[config.mk]
export PLATFORM = sky130hd
export DESIGN_NAME = led_chaser_with_button_control_top
export DESIGN_NICKNAME = d
export VERILOG_FILES = /design/src/design/lcbc_pkg.sv /design/src/design/led_chaser_with_button_control_top.sv /design/src/design/lcbc_csr.sv /design/src/design/lcbc_core.sv
export SDC_FILE = /design/constraint.sdc
export NUM_CORES = 1
export LEC_CHECK = 0
export ABC_AREA = 1
export BUFFER_PORTS_ARGS = -buffer_cell sky130_fd_sc_hd__buf_2
export CORE_MARGIN = 5
export CORE_UTILIZATION = 40
export CTS_BUF_LIST = sky130_fd_sc_hd__clkbuf_4 sky130_fd_sc_hd__clkbuf_8 sky130_fd_sc_hd__clkbuf_16
export DETAILED_ROUTE_END_ITERATION = 10
export GPL_TIMING_DRIVEN = 1
export PLACE_DENSITY = 0.56
export SKIP_CTS_REPAIR_TIMING = 1
export SLEW_MARGIN = 20
export SYNTH_ARGS = -nofsm -noshare
export SYNTH_HDL_FRONTEND = slang
export SYNTH_SLANG_ARGS = --single-unit
[constraint.sdc]
create_clock -name clock -period 12.7 [get_ports clock]
set_input_delay 2.54 -clock clock [delete_from_list [all_inputs] [get_ports clock]]
set_output_delay 2.54 -clock clock [all_outputs]
set_load 0.02 [all_outputs]
[src/design/lcbc_pkg.sv]
// Shared types, register indexes and reset constants for the LED chaser.
package lcbc_pkg;

   // Configuration register indexes.
   localparam int unsigned CSR_INDEX_W = 3;
   localparam logic [CSR_INDEX_W-1:0] REG_MIN_PERIOD     = 3'd0;
   localparam logic [CSR_INDEX_W-1:0] REG_MAX_PERIOD     = 3'd1;
   localparam logic [CSR_INDEX_W-1:0] REG_COARSE_STEP    = 3'd2;
   localparam logic [CSR_INDEX_W-1:0] REG_FINE_STEP      = 3'd3;
   localparam logic [CSR_INDEX_W-1:0] REG_FINE_THRESHOLD = 3'd4;
   localparam logic [CSR_INDEX_W-1:0] REG_START_PERIOD   = 3'd5;

   // Register values after reset.
   localparam logic [7:0] MIN_PERIOD_RST     = 8'd3;
   localparam logic [7:0] MAX_PERIOD_RST     = 8'd200;
   localparam logic [7:0] COARSE_STEP_RST    = 8'd20;
   localparam logic [7:0] FINE_STEP_RST      = 8'd5;
   localparam logic [7:0] FINE_THRESHOLD_RST = 8'd25;
   localparam logic [7:0] START_PERIOD_RST   = 8'd100;

   // Button bit positions.
   localparam int unsigned BTN_START  = 0;
   localparam int unsigned BTN_DIR    = 1;
   localparam int unsigned BTN_BOUNCE = 2;
   localparam int unsigned BTN_SLOWER = 6;
   localparam int unsigned BTN_FASTER = 7;

   // LED patterns at the two ends of the row.
   localparam logic [7:0] LED_RIGHT_END = 8'h01;
   localparam logic [7:0] LED_LEFT_END  = 8'h80;

   typedef struct packed {
      logic [7:0] min_period;
      logic [7:0] max_period;
      logic [7:0] coarse_step;
      logic [7:0] fine_step;
      logic [7:0] fine_threshold;
   } lcbc_cfg_type;

   // Configuration seen by the core, plus the immediate period load.
   typedef struct packed {
      lcbc_cfg_type cfg;
      logic         period_load;
      logic [7:0]   period_value;
   } lcbc_csr_type;

   typedef struct packed {
      logic [7:0] led_out;
      logic       is_running;
      logic       moving_left;
      logic [7:0] current_period;
   } lcbc_result_type;

endpackage

[src/design/led_chaser_with_button_control_top.sv]
// Top level of the LED chaser: input register, core and result register.
//
// Each req item is one 10 ms tick with the raw button levels and the switch
// mask. Button rising edges found on one tick act on the next tick: start
// or run/stop, direction, bounce, faster and slower. Every item gives one
// rsp item with the held LED pattern, the running flag, the direction and
// the present period.
// The csr port writes the five configuration registers; writing start_period
// loads the running period at once. Writes are to be made while no item is
// in flight; the block itself does not enforce this.
// An item accepted at a clock edge sits in the input register, passes the
// core logic and is loaded into the result register, which raises rsp_valid.
// The block takes one item per cycle while the receiver does not stall; the
// state update is one short pass of compare, add and shift.
// Reset empties both registers, resets the chaser state, loads the
// register defaults and sets the period to 100 ticks.
// When the receiver stalls, the result register holds its item and the
// input register can still take one more item; then req_ready drops.
module led_chaser_with_button_control_top
   import lcbc_pkg::*;
(
   input  logic                   clock,
   input  logic                   reset,
   input  logic                   req_valid,
   output logic                   req_ready,
   input  logic [7:0]             req_buttons,
   input  logic [7:0]             req_switch_mask,
   output logic                   rsp_valid,
   input  logic                   rsp_ready,
   output logic [7:0]             rsp_led_out,
   output logic                   rsp_is_running,
   output logic                   rsp_moving_left,
   output logic [7:0]             rsp_current_period,
   input  logic                   csr_wen,
   input  logic [CSR_INDEX_W-1:0] csr_index,
   input  logic [7:0]             csr_wdata
);

   lcbc_csr_type    csr_bus;
   lcbc_result_type core_result;
   lcbc_result_type rsp_ff;

   logic       in_valid_ff, in_valid_in;
   logic [7:0] in_buttons_ff;
   logic [7:0] in_mask_ff;
   logic       rsp_valid_ff, rsp_valid_in;
   logic       out_free;
   logic       tick_fire;
   logic       req_fire;

   // Handshake: the input register moves on whenever the result slot frees.
   assign out_free  = !rsp_valid_ff || rsp_ready;
   assign tick_fire = in_valid_ff && out_free;
   assign req_ready = !in_valid_ff || out_free;
   assign req_fire  = req_valid && req_ready;

   assign in_valid_in  = req_fire || (in_valid_ff && !tick_fire);
   assign rsp_valid_in = tick_fire || (rsp_valid_ff && !rsp_ready);

   always_ff @(posedge clock) begin
      if (reset) begin
         in_valid_ff  <= 1'b0;
         rsp_valid_ff <= 1'b0;
      end else begin
         in_valid_ff  <= in_valid_in;
         rsp_valid_ff <= rsp_valid_in;
      end
   end

   // Payload registers load only on a transfer.
   always_ff @(posedge clock) begin
      if (req_fire) begin
         in_buttons_ff <= req_buttons;
         in_mask_ff    <= req_switch_mask;
      end
      if (tick_fire) begin
         rsp_ff <= core_result;
      end
   end

   lcbc_csr u_csr (
      .clock     (clock),
      .reset     (reset),
      .csr_wen   (csr_wen),
      .csr_index (csr_index),
      .csr_wdata (csr_wdata),
      .csr_out   (csr_bus)
   );

   lcbc_core u_core (
      .clock            (clock),
      .reset            (reset),
      .csr_in           (csr_bus),
      .tick_fire        (tick_fire),
      .tick_buttons     (in_buttons_ff),
      .tick_switch_mask (in_mask_ff),
      .result           (core_result)
   );

   assign rsp_valid          = rsp_valid_ff;
   assign rsp_led_out        = rsp_ff.led_out;
   assign rsp_is_running     = rsp_ff.is_running;
   assign rsp_moving_left    = rsp_ff.moving_left;
   assign rsp_current_period = rsp_ff.current_period;

endmodule

[src/design/lcbc_csr.sv]
// Configuration register file of the LED chaser.
module lcbc_csr
   import lcbc_pkg::*;
(
   input  logic                   clock,
   input  logic                   reset,
   input  logic                   csr_wen,
   input  logic [CSR_INDEX_W-1:0] csr_index,
   input  logic [7:0]             csr_wdata,
   output lcbc_csr_type           csr_out
);

   lcbc_cfg_type cfg_ff;
   lcbc_cfg_type cfg_in;

   // Decode the write; indexes beyond the list leave everything unchanged.
   always_comb begin
      cfg_in = cfg_ff;
      if (csr_wen) begin
         case (csr_index)
            REG_MIN_PERIOD:     cfg_in.min_period     = csr_wdata;
            REG_MAX_PERIOD:     cfg_in.max_period     = csr_wdata;
            REG_COARSE_STEP:    cfg_in.coarse_step    = csr_wdata;
            REG_FINE_STEP:      cfg_in.fine_step      = csr_wdata;
            REG_FINE_THRESHOLD: cfg_in.fine_threshold = csr_wdata;
            default:            cfg_in = cfg_ff;
         endcase
      end
   end

   always_ff @(posedge clock) begin
      if (reset) begin
         cfg_ff.min_period     <= MIN_PERIOD_RST;
         cfg_ff.max_period     <= MAX_PERIOD_RST;
         cfg_ff.coarse_step    <= COARSE_STEP_RST;
         cfg_ff.fine_step      <= FINE_STEP_RST;
         cfg_ff.fine_threshold <= FINE_THRESHOLD_RST;
      end else begin
         cfg_ff <= cfg_in;
      end
   end

   // A start period write goes straight into the running period.
   assign csr_out.cfg          = cfg_ff;
   assign csr_out.period_load  = csr_wen && (csr_index == REG_START_PERIOD);
   assign csr_out.period_value = csr_wdata;

endmodule

[src/design/lcbc_core.sv]
// Chaser state and the single-pass next-state logic for one tick item.
module lcbc_core
   import lcbc_pkg::*;
(
   input  logic            clock,
   input  logic            reset,
   input  lcbc_csr_type    csr_in,
   input  logic            tick_fire,
   input  logic [7:0]      tick_buttons,
   input  logic [7:0]      tick_switch_mask,
   output lcbc_result_type result
);

   logic [7:0] prev_buttons_ff, prev_buttons_in;
   logic [7:0] edges_ff, edges_in;
   logic [7:0] pattern_ff, pattern_in;
   logic       started_ff, started_in;
   logic       running_ff, running_in;
   logic       dir_left_ff, dir_left_in;
   logic       bounce_ff, bounce_in;
   logic [7:0] period_ff, period_in;
   logic [7:0] tick_count_ff, tick_count_in;
   logic [7:0] led_hold_ff, led_hold_in;

   logic [7:0] step_up, step_down;
   logic [7:0] period_up;
   logic [8:0] up_limit, down_sum;
   logic       active;

   // Button actions taken from the edges seen on the previous tick.
   always_comb begin
      started_in  = started_ff;
      running_in  = running_ff;
      dir_left_in = dir_left_ff;
      bounce_in   = bounce_ff;
      pattern_in  = pattern_ff;
      if (edges_ff[BTN_START]) begin
         if (!started_ff) begin
            started_in = 1'b1;
            pattern_in = pattern_ff | LED_RIGHT_END;
         end else begin
            running_in = !running_ff;
         end
      end else if (edges_ff[BTN_DIR]) begin
         dir_left_in = !dir_left_ff;
      end
      if (edges_ff[BTN_BOUNCE]) begin
         bounce_in = !bounce_ff;
      end

      // Speed up first, then speed down, each saturating at its limit.
      step_up   = (period_ff > csr_in.cfg.fine_threshold) ?
                  csr_in.cfg.coarse_step : csr_in.cfg.fine_step;
      up_limit  = {1'b0, step_up} + {1'b0, csr_in.cfg.min_period};
      period_up = period_ff;
      if (edges_ff[BTN_FASTER]) begin
         if ({1'b0, period_ff} < up_limit) begin
            period_up = csr_in.cfg.min_period;
         end else begin
            period_up = period_ff - step_up;
         end
      end
      step_down = (period_up > csr_in.cfg.fine_threshold) ?
                  csr_in.cfg.coarse_step : csr_in.cfg.fine_step;
      down_sum  = {1'b0, period_up} + {1'b0, step_down};
      period_in = period_up;
      if (edges_ff[BTN_SLOWER]) begin
         if (down_sum > {1'b0, csr_in.cfg.max_period}) begin
            period_in = csr_in.cfg.max_period;
         end else begin
            period_in = down_sum[7:0];
         end
      end

      // Count ticks, then move the light one place; at an end, turn back in bounce mode or wrap to the other end.
      active        = started_in && running_in;
      tick_count_in = tick_count_ff;
      led_hold_in   = led_hold_ff;
      if (active) begin
         if (tick_count_ff < period_in) begin
            tick_count_in = tick_count_ff + 8'd1;
         end else if (dir_left_in) begin
            if (!pattern_in[7]) begin
               pattern_in    = {pattern_in[6:0], 1'b0};
               tick_count_in = '0;
            end else if (bounce_in) begin
               dir_left_in = 1'b0;
            end else begin
               pattern_in    = LED_RIGHT_END;
               tick_count_in = '0;
            end
         end else begin
            if (!pattern_in[0]) begin
               pattern_in    = {1'b0, pattern_in[7:1]};
               tick_count_in = '0;
            end else if (bounce_in) begin
               dir_left_in = 1'b1;
            end else begin
               pattern_in    = LED_LEFT_END;
               tick_count_in = '0;
            end
         end
         led_hold_in = pattern_in & ~tick_switch_mask;
      end

      edges_in        = tick_buttons & ~prev_buttons_ff;
      prev_buttons_in = tick_buttons;
   end

   // The result leaves with the state that this item produced.
   assign result.led_out        = led_hold_in;
   assign result.is_running     = active;
   assign result.moving_left    = dir_left_in;
   assign result.current_period = period_in;

   always_ff @(posedge clock) begin
      if (reset) begin
         prev_buttons_ff <= '0;
         edges_ff        <= '0;
         pattern_ff      <= '0;
         started_ff      <= 1'b0;
         running_ff      <= 1'b1;
         dir_left_ff     <= 1'b1;
         bounce_ff       <= 1'b0;
         period_ff       <= START_PERIOD_RST;
         tick_count_ff   <= '0;
         led_hold_ff     <= '0;
      end else if (csr_in.period_load) begin
         period_ff <= csr_in.period_value;
      end else if (tick_fire) begin
         prev_buttons_ff <= prev_buttons_in;
         edges_ff        <= edges_in;
         pattern_ff      <= pattern_in;
         started_ff      <= started_in;
         running_ff      <= running_in;
         dir_left_ff     <= dir_left_in;
         bounce_ff       <= bounce_in;
         period_ff       <= period_in;
         tick_count_ff   <= tick_count_in;
         led_hold_ff     <= led_hold_in;
      end
   end

endmodule

Word level (Yosys, flattened, before mapping)
Index checks and enable logic that the tools add are counted.

Logic and storage cells: 105. Input bits: 32. Bits in latches: 0. Flip-flop bits (word level): 128. Bits in writable memories: 0. Bits in read-only memories: 0. Memories kept: 0. Output and inout bits: 20.

Mux-type cells: 37. Multipliers: 0. Div/mod/pow operators: 0. Bitwise operators: 5. Equal/unequal tests: 5. Reductions and logical operators: 26. Shift-type cells: 0. Add/subtract/negate cells: 4. Magnitude comparators: 5.

Operators by type and width (count): two-way mux 8 bit (22); adder 8 x 8 -> 9 bit (2); bitwise AND 8 bit (2); greater-than comparator 8 bit (2); NOT 8 bit (2); two-way mux 1 bit (15); AND reduction 2 bit (6); greater-than comparator 9 x 8 -> 1 bit (1); < comparator 8 x 9 -> 1 bit (1); adder 8 x 1 -> 8 bit (second input constant) (1); < comparator 8 bit (1); subtractor 8 bit (1); logical NOT 1 bit (7); equality test 3 x 2 -> 1 bit (second input constant) (2); equality test 3 bit (second input constant) (2); logical AND 1 bit (6); logical OR 1 bit (4); equality test 3 x 1 -> 1 bit (second input constant) (1); logical NOT 3 bit (1); AND reduction 3 bit (1); nonzero test 2 bit (1); NOT 1 bit (1).

Logic depth before layout (Yosys ltp)
Gate-level depths: netlist (run 1).

Depth after elaboration: 17. Gate-level depth with buffers: 75.

By module
A second synthesis (run 1) with hierarchy kept.

Cell total of the unflattened synthesis: 1055. Area, all modules: 7722.4 µm².

By module, submodules not included: lcbc_core (area each 4903.5 µm², times used 1, cells an instance 770); lcbc_csr (area each 1706.6 µm², times used 1, cells an instance 239); led_chaser_with_button_control_top (area each 1112.3 µm², times used 1, cells an instance 46).

Worst setup path after synthesis (run 1)
No wires, ideal clock.

Path kind: register to register. Start: register u_csr.cfg_ff (netlist bit u_csr.csr_out[16]). End: register u_core.tick_count_ff[3]. Slack: 3.567 ns. Library setup time: 0.064 ns. Data arrival time: 9.069 ns. Path buffers: 3. Stages on the path, launching flop included: 63. Path through: dfxtp_1 > inv_1 > ha_1 > nand2_1 > nor2_1 > nand3_1 > o21ai_1 > clkbuf_1 > o21ai_0 > ha_1 > fa_1 > nand3_1 > nand2_1 > nand2_2 > o21ai_0 > xnor2_1 > ha_1 > nand2_1 > (+27 left out) > nand2_1 > nand2_1 > nand2_1 > nand2_1 > nand2_2 > clkbuf_1 > a21oi_1 > o21ai_0 > o21ai_0 > ha_1 > a21oi_1 > nor2_1 > a211oi_2 > nand2_4 > or2_1 > o21ai_1 > nand2_1 > nor2_1.

Word-level cells in the longest chain between the ends: 14.

RTL lines: start: declaration (line lcbc_csr.sv:13) `lcbc_cfg_type cfg_ff;`; start signal: assignment (line lcbc_csr.sv:39) `cfg_ff <= cfg_in;`; greater-than comparator 8 bit (line lcbc_core.sv:52) `step_up = (period_ff > csr_in.cfg.fine_threshold) ?`; two-way mux 8 bit (line lcbc_core.sv:52); adder 8 x 8 -> 9 bit (line lcbc_core.sv:54) `up_limit = {1'b0, step_up} + {1'b0, csr_in.cfg.min_period};`; < comparator 8 x 9 -> 1 bit (line lcbc_core.sv:57) `if ({1'b0, period_ff} < up_limit) begin`; two-way mux 8 bit (line lcbc_core.sv:57); two-way mux 8 bit (line lcbc_core.sv:56) `if (edges_ff[BTN_FASTER]) begin`; greater-than comparator 8 bit (line lcbc_core.sv:63) `step_down = (period_up > csr_in.cfg.fine_threshold) ?`; two-way mux 8 bit (line lcbc_core.sv:63); adder 8 x 8 -> 9 bit (line lcbc_core.sv:65) `down_sum = {1'b0, period_up} + {1'b0, step_down};`; greater-than comparator 9 x 8 -> 1 bit (line lcbc_core.sv:68) `if (down_sum > {1'b0, csr_in.cfg.max_period}) begin`; two-way mux 8 bit (line lcbc_core.sv:68); two-way mux 8 bit * (line lcbc_core.sv:67) `if (edges_ff[BTN_SLOWER]) begin`; < comparator 8 bit * (line lcbc_core.sv:80) `if (tick_count_ff < period_in) begin`; two-way mux 8 bit * (line lcbc_core.sv:80); end signal: assignment (line lcbc_core.sv:139) `tick_count_ff <= tick_count_in;`; end: declaration (line lcbc_core.sv:22) `logic [7:0] tick_count_ff, tick_count_in;`.

Mark *: on every way between the ends. The rest lies on a longest branch, timed or not. A chain may end at the register's enable or synchronous reset.

==> results.yml, run 1 <==
final_layout:
  area_growth_pct: 14.7
  multiInputGateArea_um2: 3930
  fillCellCount: 1802
  finalNonFillerCells: 1267
  layout_common_cells: "nand2_1 (203), inv_1 (138), a21oi_1 (93), dfxtp_1 (88), o21ai_0 (87)"
  final_common_cell: "nand2_1"
  drive_gt1_frac: 0.122
  final-seq-area_um2: 2690
  insertedDiodeCount: 0
  final_nets: 1124
global_routing:
  grt_usage: 0.188
  grt_pass1_vias: 5867
  grt_pass1_wl_mm: 30.7
  grt_max_degree: 50
  antenna_found_initial: 0
  overflow: 0
logic_synthesis:
  yosys.area.top_type_share: 0.243
  synth_seq_cells: 119
  syn_area_um2: 7260
  synth_nets: 1074
  async_reset_ff_frac: 0
  yosysSeqAreaShare: 0.371
  synth_edf_count: 31
  yosys.area.top_type: "dfxtp_1"
  yosys.cell_types.count: 44
  synth.area.top_cells: "dfxtp_1 (24%), edfxtp_1 (13%), ha_1 (11%)"
  synth_warnings: 0
  syn_area_per_cell_um2: 7.45
  yosys_most_used_dff: "dfxtp_1"
  netlist_instances: 975
routing:
  antenna_left: 0
  viasPerCell: 5.04
  drtPass1Iterations: 5
  drc: 0
  first_iter_violations: 483
  wirelength_mm: 18.9
  post_drt_wl_per_cell_um: 14.9
  detailroute.via_count: 6390
placement:
  finalWeightedCongestion: 0.868
  placedCellCount: 1235
  io_buffers: 48
  hpwlAfterDp_mm: 13.7
floorplan:
  initial_core_util: 0.406
  die_w_um: 145
  ios: 52
  die_area_um2: 21000
  die_height_um: 145
  core_area_um2: 17900
  rows: 49
pwr:
  power_density_nw_per_um2: 140
  p_switching_uw: 389
  internal_power_uw: 781
  vdd_ir_drop_max_mv: 0.102
  swShare: 0.332
  pwr-share-clk: 0.409
  p_leak_nw: 3.82
  sequentialPowerShare: 0.359
  combPwrFrac: 0.232
worst_setup_path:
  cp_slowest_stage_delay_ns: 0.79
  crit_path_end_kind: "flip-flop"
  required_ns: 12.88
  crit_top_cell: "nand2_1"
  cp_slowest_cell: "o21ai_0"
  path_buf_inv: 3
  start_kind: "flip-flop"
  cp.arrival_ns: 11.05
  path_class: "reg2reg"
  crit_family: "compound AO/OA/AOI/OAI gates"
  crit_fanout: 16
clock_tree:
  clock_latency_ns: 0.43
  cts-buffers-inserted: 17
  clkSinkCount: 119
  path_clk_slew_ns: 0.06
  h-tree-depth: 4
  cts-root-buf: "clkbuf_16"
  tritoncts: "done"
  cts_buffer_depth: 2
timing:
  rsz0062_at_grt: "false"
  max_freq_mhz: 91.9
  relSlewSlack: 0.328
  fin_skew_ns: 0.0151
  worstMarginPinSlew_ns: 0.998
  hold_viol_final: 0
  period_needed_ns: 10.88
  setup_viol: 0
  fin_crit_sh: 0.857
  setup-tns-final_ns: 0
  report.final.slew_viol_count: 0
job:
  max_cap_viol_count: 0
outcome:
  status: "finished, final reports clean"
min_path:
  hold_path_class: "reg2reg"
-- state kept, by name (all words and copies together) (netlist names) --
signal	cells
u_core.edges_ff	5
u_core.tick_count_ff	8
u_core.period_ff	8
in_mask_ff	8
in_valid_ff	1
rsp_led_out	8
u_core.led_hold_ff	8
in_buttons_ff	5
u_core.dir_left_ff	1
rsp_current_period	8
u_core.started_ff	1
u_core.running_ff	1
u_csr.csr_out	40
u_core.bounce_ff	1
rsp_is_running	1
u_core.prev_buttons_ff	5
rsp_valid	1
u_core.pattern_ff	8
rsp_moving_left	1
-- synthesized netlist by cell type (4+ instances only) --
library cell / number
o21ai_1: 8
o21ai_0: 87
nand2_2: 14
nor4_1: 4
o21bai_1: 4
xnor2_1: 9
nand3_2: 4
nand3_1: 43
dfxtp_1: 88
o22ai_1: 5
or2_2: 6
clkinv_1: 4
ha_1: 64
clkbuf_1: 23
nor2_1: 72
edfxtp_1: 31
a31oi_1: 4
xor2_1: 12
a21oi_1: 93
nand2_1: 203
inv_1: 138
nand4_1: 8
o211ai_1: 18
-- area by class of cell --
cell class,instances,share of cell area
tap,229,0.0344
clock inverter,15,0.0185
multi-input combinational,687,0.472
clock buffer,17,0.0511
sequential,119,0.323
inverter,143,0.0644
timing repair buffer,57,0.0369
-- stage by stage --
stage | instance area, um^2 | setup slack (ns) | util | hold slack [ns] | power (mW)
after detailed placement | 7750 | 1.89 | 0.433 | 0.454 | 0.698
after floorplan | 7260 | 3.57 | - | 0.436 | 0.628
after global routing | 8330 | 0.902 | 0.465 | 0.481 | 1.24
after CTS | 8330 | 1.90 | 0.465 | 0.463 | 1.18
final | 8330 | 1.82 | 0.465 | 0.461 | 1.17
after global placement | 7750 | 1.95 | 0.433 | 0.444 | 0.696
-- per-layer routing --
metal	track usage	part of all wire	wire [um]	up-vias
met5	0	0	0	-
met4	0.0550	0.014	264	0
met3	0.0371	0.047	882	20
met2	0.276	0.42	7920	143
met1	0.278	0.52	9830	2889
li1	-	-	-	3338
-- worst register-to-register path, delay by kind of cell (launching register included) --
family / cells / cell delay (ns)
AO/OA/AOI/OAI: 22 / 4.48
adder cells (fa/ha/maj): 8 / 2.69
flip-flops: 1 / 0.37
AND/OR/NAND/NOR: 23 / 2.35
buffers and inverters: 3 / 0.49
XOR/XNOR: 2 / 0.25
-- final timing paths --
| path | from | end | slack (ns) | cells past startpoint |
|---|---|---|---|---|
| worst min register to register | u_core.prev_buttons_ff[7] | u_core.prev_buttons_ff[7] | 0.46 | 2 |
| worst max-delay path | u_core.period_ff[3] | rsp_moving_left | 1.82 | 58 |
| worst max register to register | u_core.period_ff[3] | rsp_moving_left | 1.82 | 58 |
| worst min-delay path | u_core.prev_buttons_ff[7] | u_core.prev_buttons_ff[7] | 0.46 | 2 |
-- power groups by stage --
stage	registers (mW)	clock network [mW]	logic, mW
after floorplan	0.430	0	0.198
after global placement	0.428	0	0.268
after detailed placement	0.428	0	0.270
after CTS	0.420	0.487	0.271
after global routing	0.422	0.506	0.310
final	0.420	0.479	0.271
-- cells by family after synthesis --
kind of cell / synth area share
xor gates and xnor gates: 0.0253
adders and majority gates: 0.118
buffers and inverters: 0.0887
AOI/OAI and AO/OA: 0.182
DFF: 0.371
and+or+nand+nor: 0.215
(Power assumes the default switching activity.)
==> inputs of run 2 (changes only) <==
- GPL_TIMING_DRIVEN: 1 -> not set
- PLACE_DENSITY: 0.56 -> 0.58
- clock period: 12.7 -> 9.15 ns (I/O delays scaled with it)
==> run 2 against run 1 <==
Sequential cell count did not move; sequential power rose by 39%; worst setup slack lost 1.6 ns; critical path type unchanged; maximum frequency grew 22%; critical endpoint is now u_core.led_hold_ff[7]; clock-buffer cell count is the same.
==> results.yml, run 2 (same netlist as run 1, synthesis figures left out) <==
worst_setup_path:
  reg2reg_depth: 70
  r2r-end: "u_core.led_hold_ff[7]"
  crit_path_end_kind: "flip-flop"
  ff2ff_setup_slack_ns: 0.21
  cp_slowest_stage_delay_ns: 0.37
  cp.arrival_ns: 9.31
  crit_family: "simple AND/OR/NAND/NOR gates"
  required_ns: 9.52
  crit_top_cell: "nand2_1"
  start_kind: "flip-flop"
  path_class: "reg2reg"
  r2r-start: "u_csr.csr_out[16]"
  crit_fanout: 8
  path_buf_inv: 11
  cp_slowest_cell: "fa_2"
floorplan:
  ios: 52
  initial_core_util: 0.406
  die_w_um: 145
  die_height_um: 145
  core_area_um2: 17900
  rows: 49
  die_area_um2: 21000
final_layout:
  largest_reg_flops: 40
  drive_gt1_frac: 0.306
  final_core_util: 0.547
  final_nets: 1223
  area_growth_pct: 34.9
  insertedDiodeCount: 0
  layout_common_cells: "nand2_1 (184), inv_1 (125), buf_4 (96), dfxtp_1 (82), a21oi_1 (75)"
  fillCellCount: 1684
  final_common_cell: "nand2_1"
min_path:
  hold_start: "u_core.prev_buttons_ff[1]"
  holdPathStages: 2
  hold_path_class: "reg2reg"
  min_to: "u_core.prev_buttons_ff[1]"
timing:
  setup-tns-final_ns: 0
  setup_viol: 0
  rsz0062_at_grt: "true"
  report.final.slew_viol_count: 0
  max_freq_mhz: 112
  worstMarginPinSlew_ns: 0.885
  hold_viol_final: 0
  fin_crit_sh: 0.977
  relSlewSlack: 0.410
  period_needed_ns: 8.94
  setup_slack_ns: 0.212
  fin_skew_ns: 0.0125
clock_tree:
  clkSinkCount: 119
  cts_buffer_depth: 2
  tritoncts: "done"
  clock_latency_ns: 0.43
  path_clk_slew_ns: 0.06
  cts-buffers-inserted: 17
  cts-root-buf: "clkbuf_16"
  h-tree-depth: 4
routing:
  post_drt_wl_per_cell_um: 14.9
  drc: 0
  antenna_left: 0
  detailroute.via_count: 6835
  drtPass1Iterations: 5
  viasPerCell: 5.00
  wirelength_mm: 20.3
  first_iter_violations: 420
pwr:
  p_total_mw: 1.84
  power_density_nw_per_um2: 188
  vdd_ir_drop_max_mv: 0.134
  p_leak_nw: 4.45
global_routing:
  grt_usage: 0.194
  grt_pass1_wl_mm: 31.8
  grt_pass1_vias: 6179
  antenna_found_initial: 0
  overflow: 0
  grt_max_degree: 40
placement:
  dpl_worst_slack_ns: -0.341
  hpwlAfterDp_mm: 14.2
  io_buffers: 48
  finalWeightedCongestion: 0.861
outcome:
  status: "finished, final reports clean"
job:
  max_cap_viol_count: 0
run 2: area by class of cell:
class / count / area [um^2] / share of cell area
well taps: 229 / 287 / 0.0292
clock inverters: 15 / 155 / 0.0158
repair buffers: 156 / 1120 / 0.115
clock buffers: 17 / 425 / 0.0434
flip-flops and latches: 119 / 2700 / 0.276
multi-input cells: 687 / 4570 / 0.466
inverters: 143 / 544 / 0.0555
run 2: tightest hold or removal path: cells and delay by family (launching register included):
kind	cells	cell delay (ns)
simple gates	1	0.06
flops	1	0.30
compound gates	1	0.05
run 2: worst max path at each step:
stage	end	cells past startpoint	slack (ns)	from
detailed placement	rsp_led_out[0]	65	-0.34	u_csr.csr_out[12]
finish	u_core.led_hold_ff[7]	70	0.21	u_csr.csr_out[16]
global route	u_core.tick_count_ff[3]	68	-0.37	u_csr.csr_out[13]
global placement	rsp_led_out[0]	64	-0.31	u_csr.csr_out[12]
floorplan	u_core.tick_count_ff[3]	62	0.02	u_csr.csr_out[16]
CTS	rsp_led_out[0]	65	-0.48	u_csr.csr_out[12]
run 2: metrics by stage:
| step | area, um^2 | std cells | hold slack [ns] |
|---|---|---|---|
| floorplan | 7260 | 975 | 0.436 |
| global placement | 8320 | 1309 | 0.443 |
| detailed placement | 8320 | 1309 | 0.448 |
| CTS | 8900 | 1341 | 0.457 |
| global route | 9800 | 1366 | 0.473 |
| finish | 9800 | 1366 | 0.456 |
run 2: layer usage:
metal | global-route usage | up-vias | wire length (um)
met1 | 0.282 | 3144 | 9970
met5 | 0 | - | 0
met2 | 0.290 | 126 | 9050
met3 | 0.0401 | 25 | 922
li1 | - | 3540 | -
met4 | 0.0609 | 0 | 362
run 2: power by group:
part           total, mW  switching [mW]  internal (mW)
clock network      0.673           0.288          0.385
logic              0.586           0.320          0.266
registers          0.583          0.0143          0.568
total               1.84           0.622           1.22
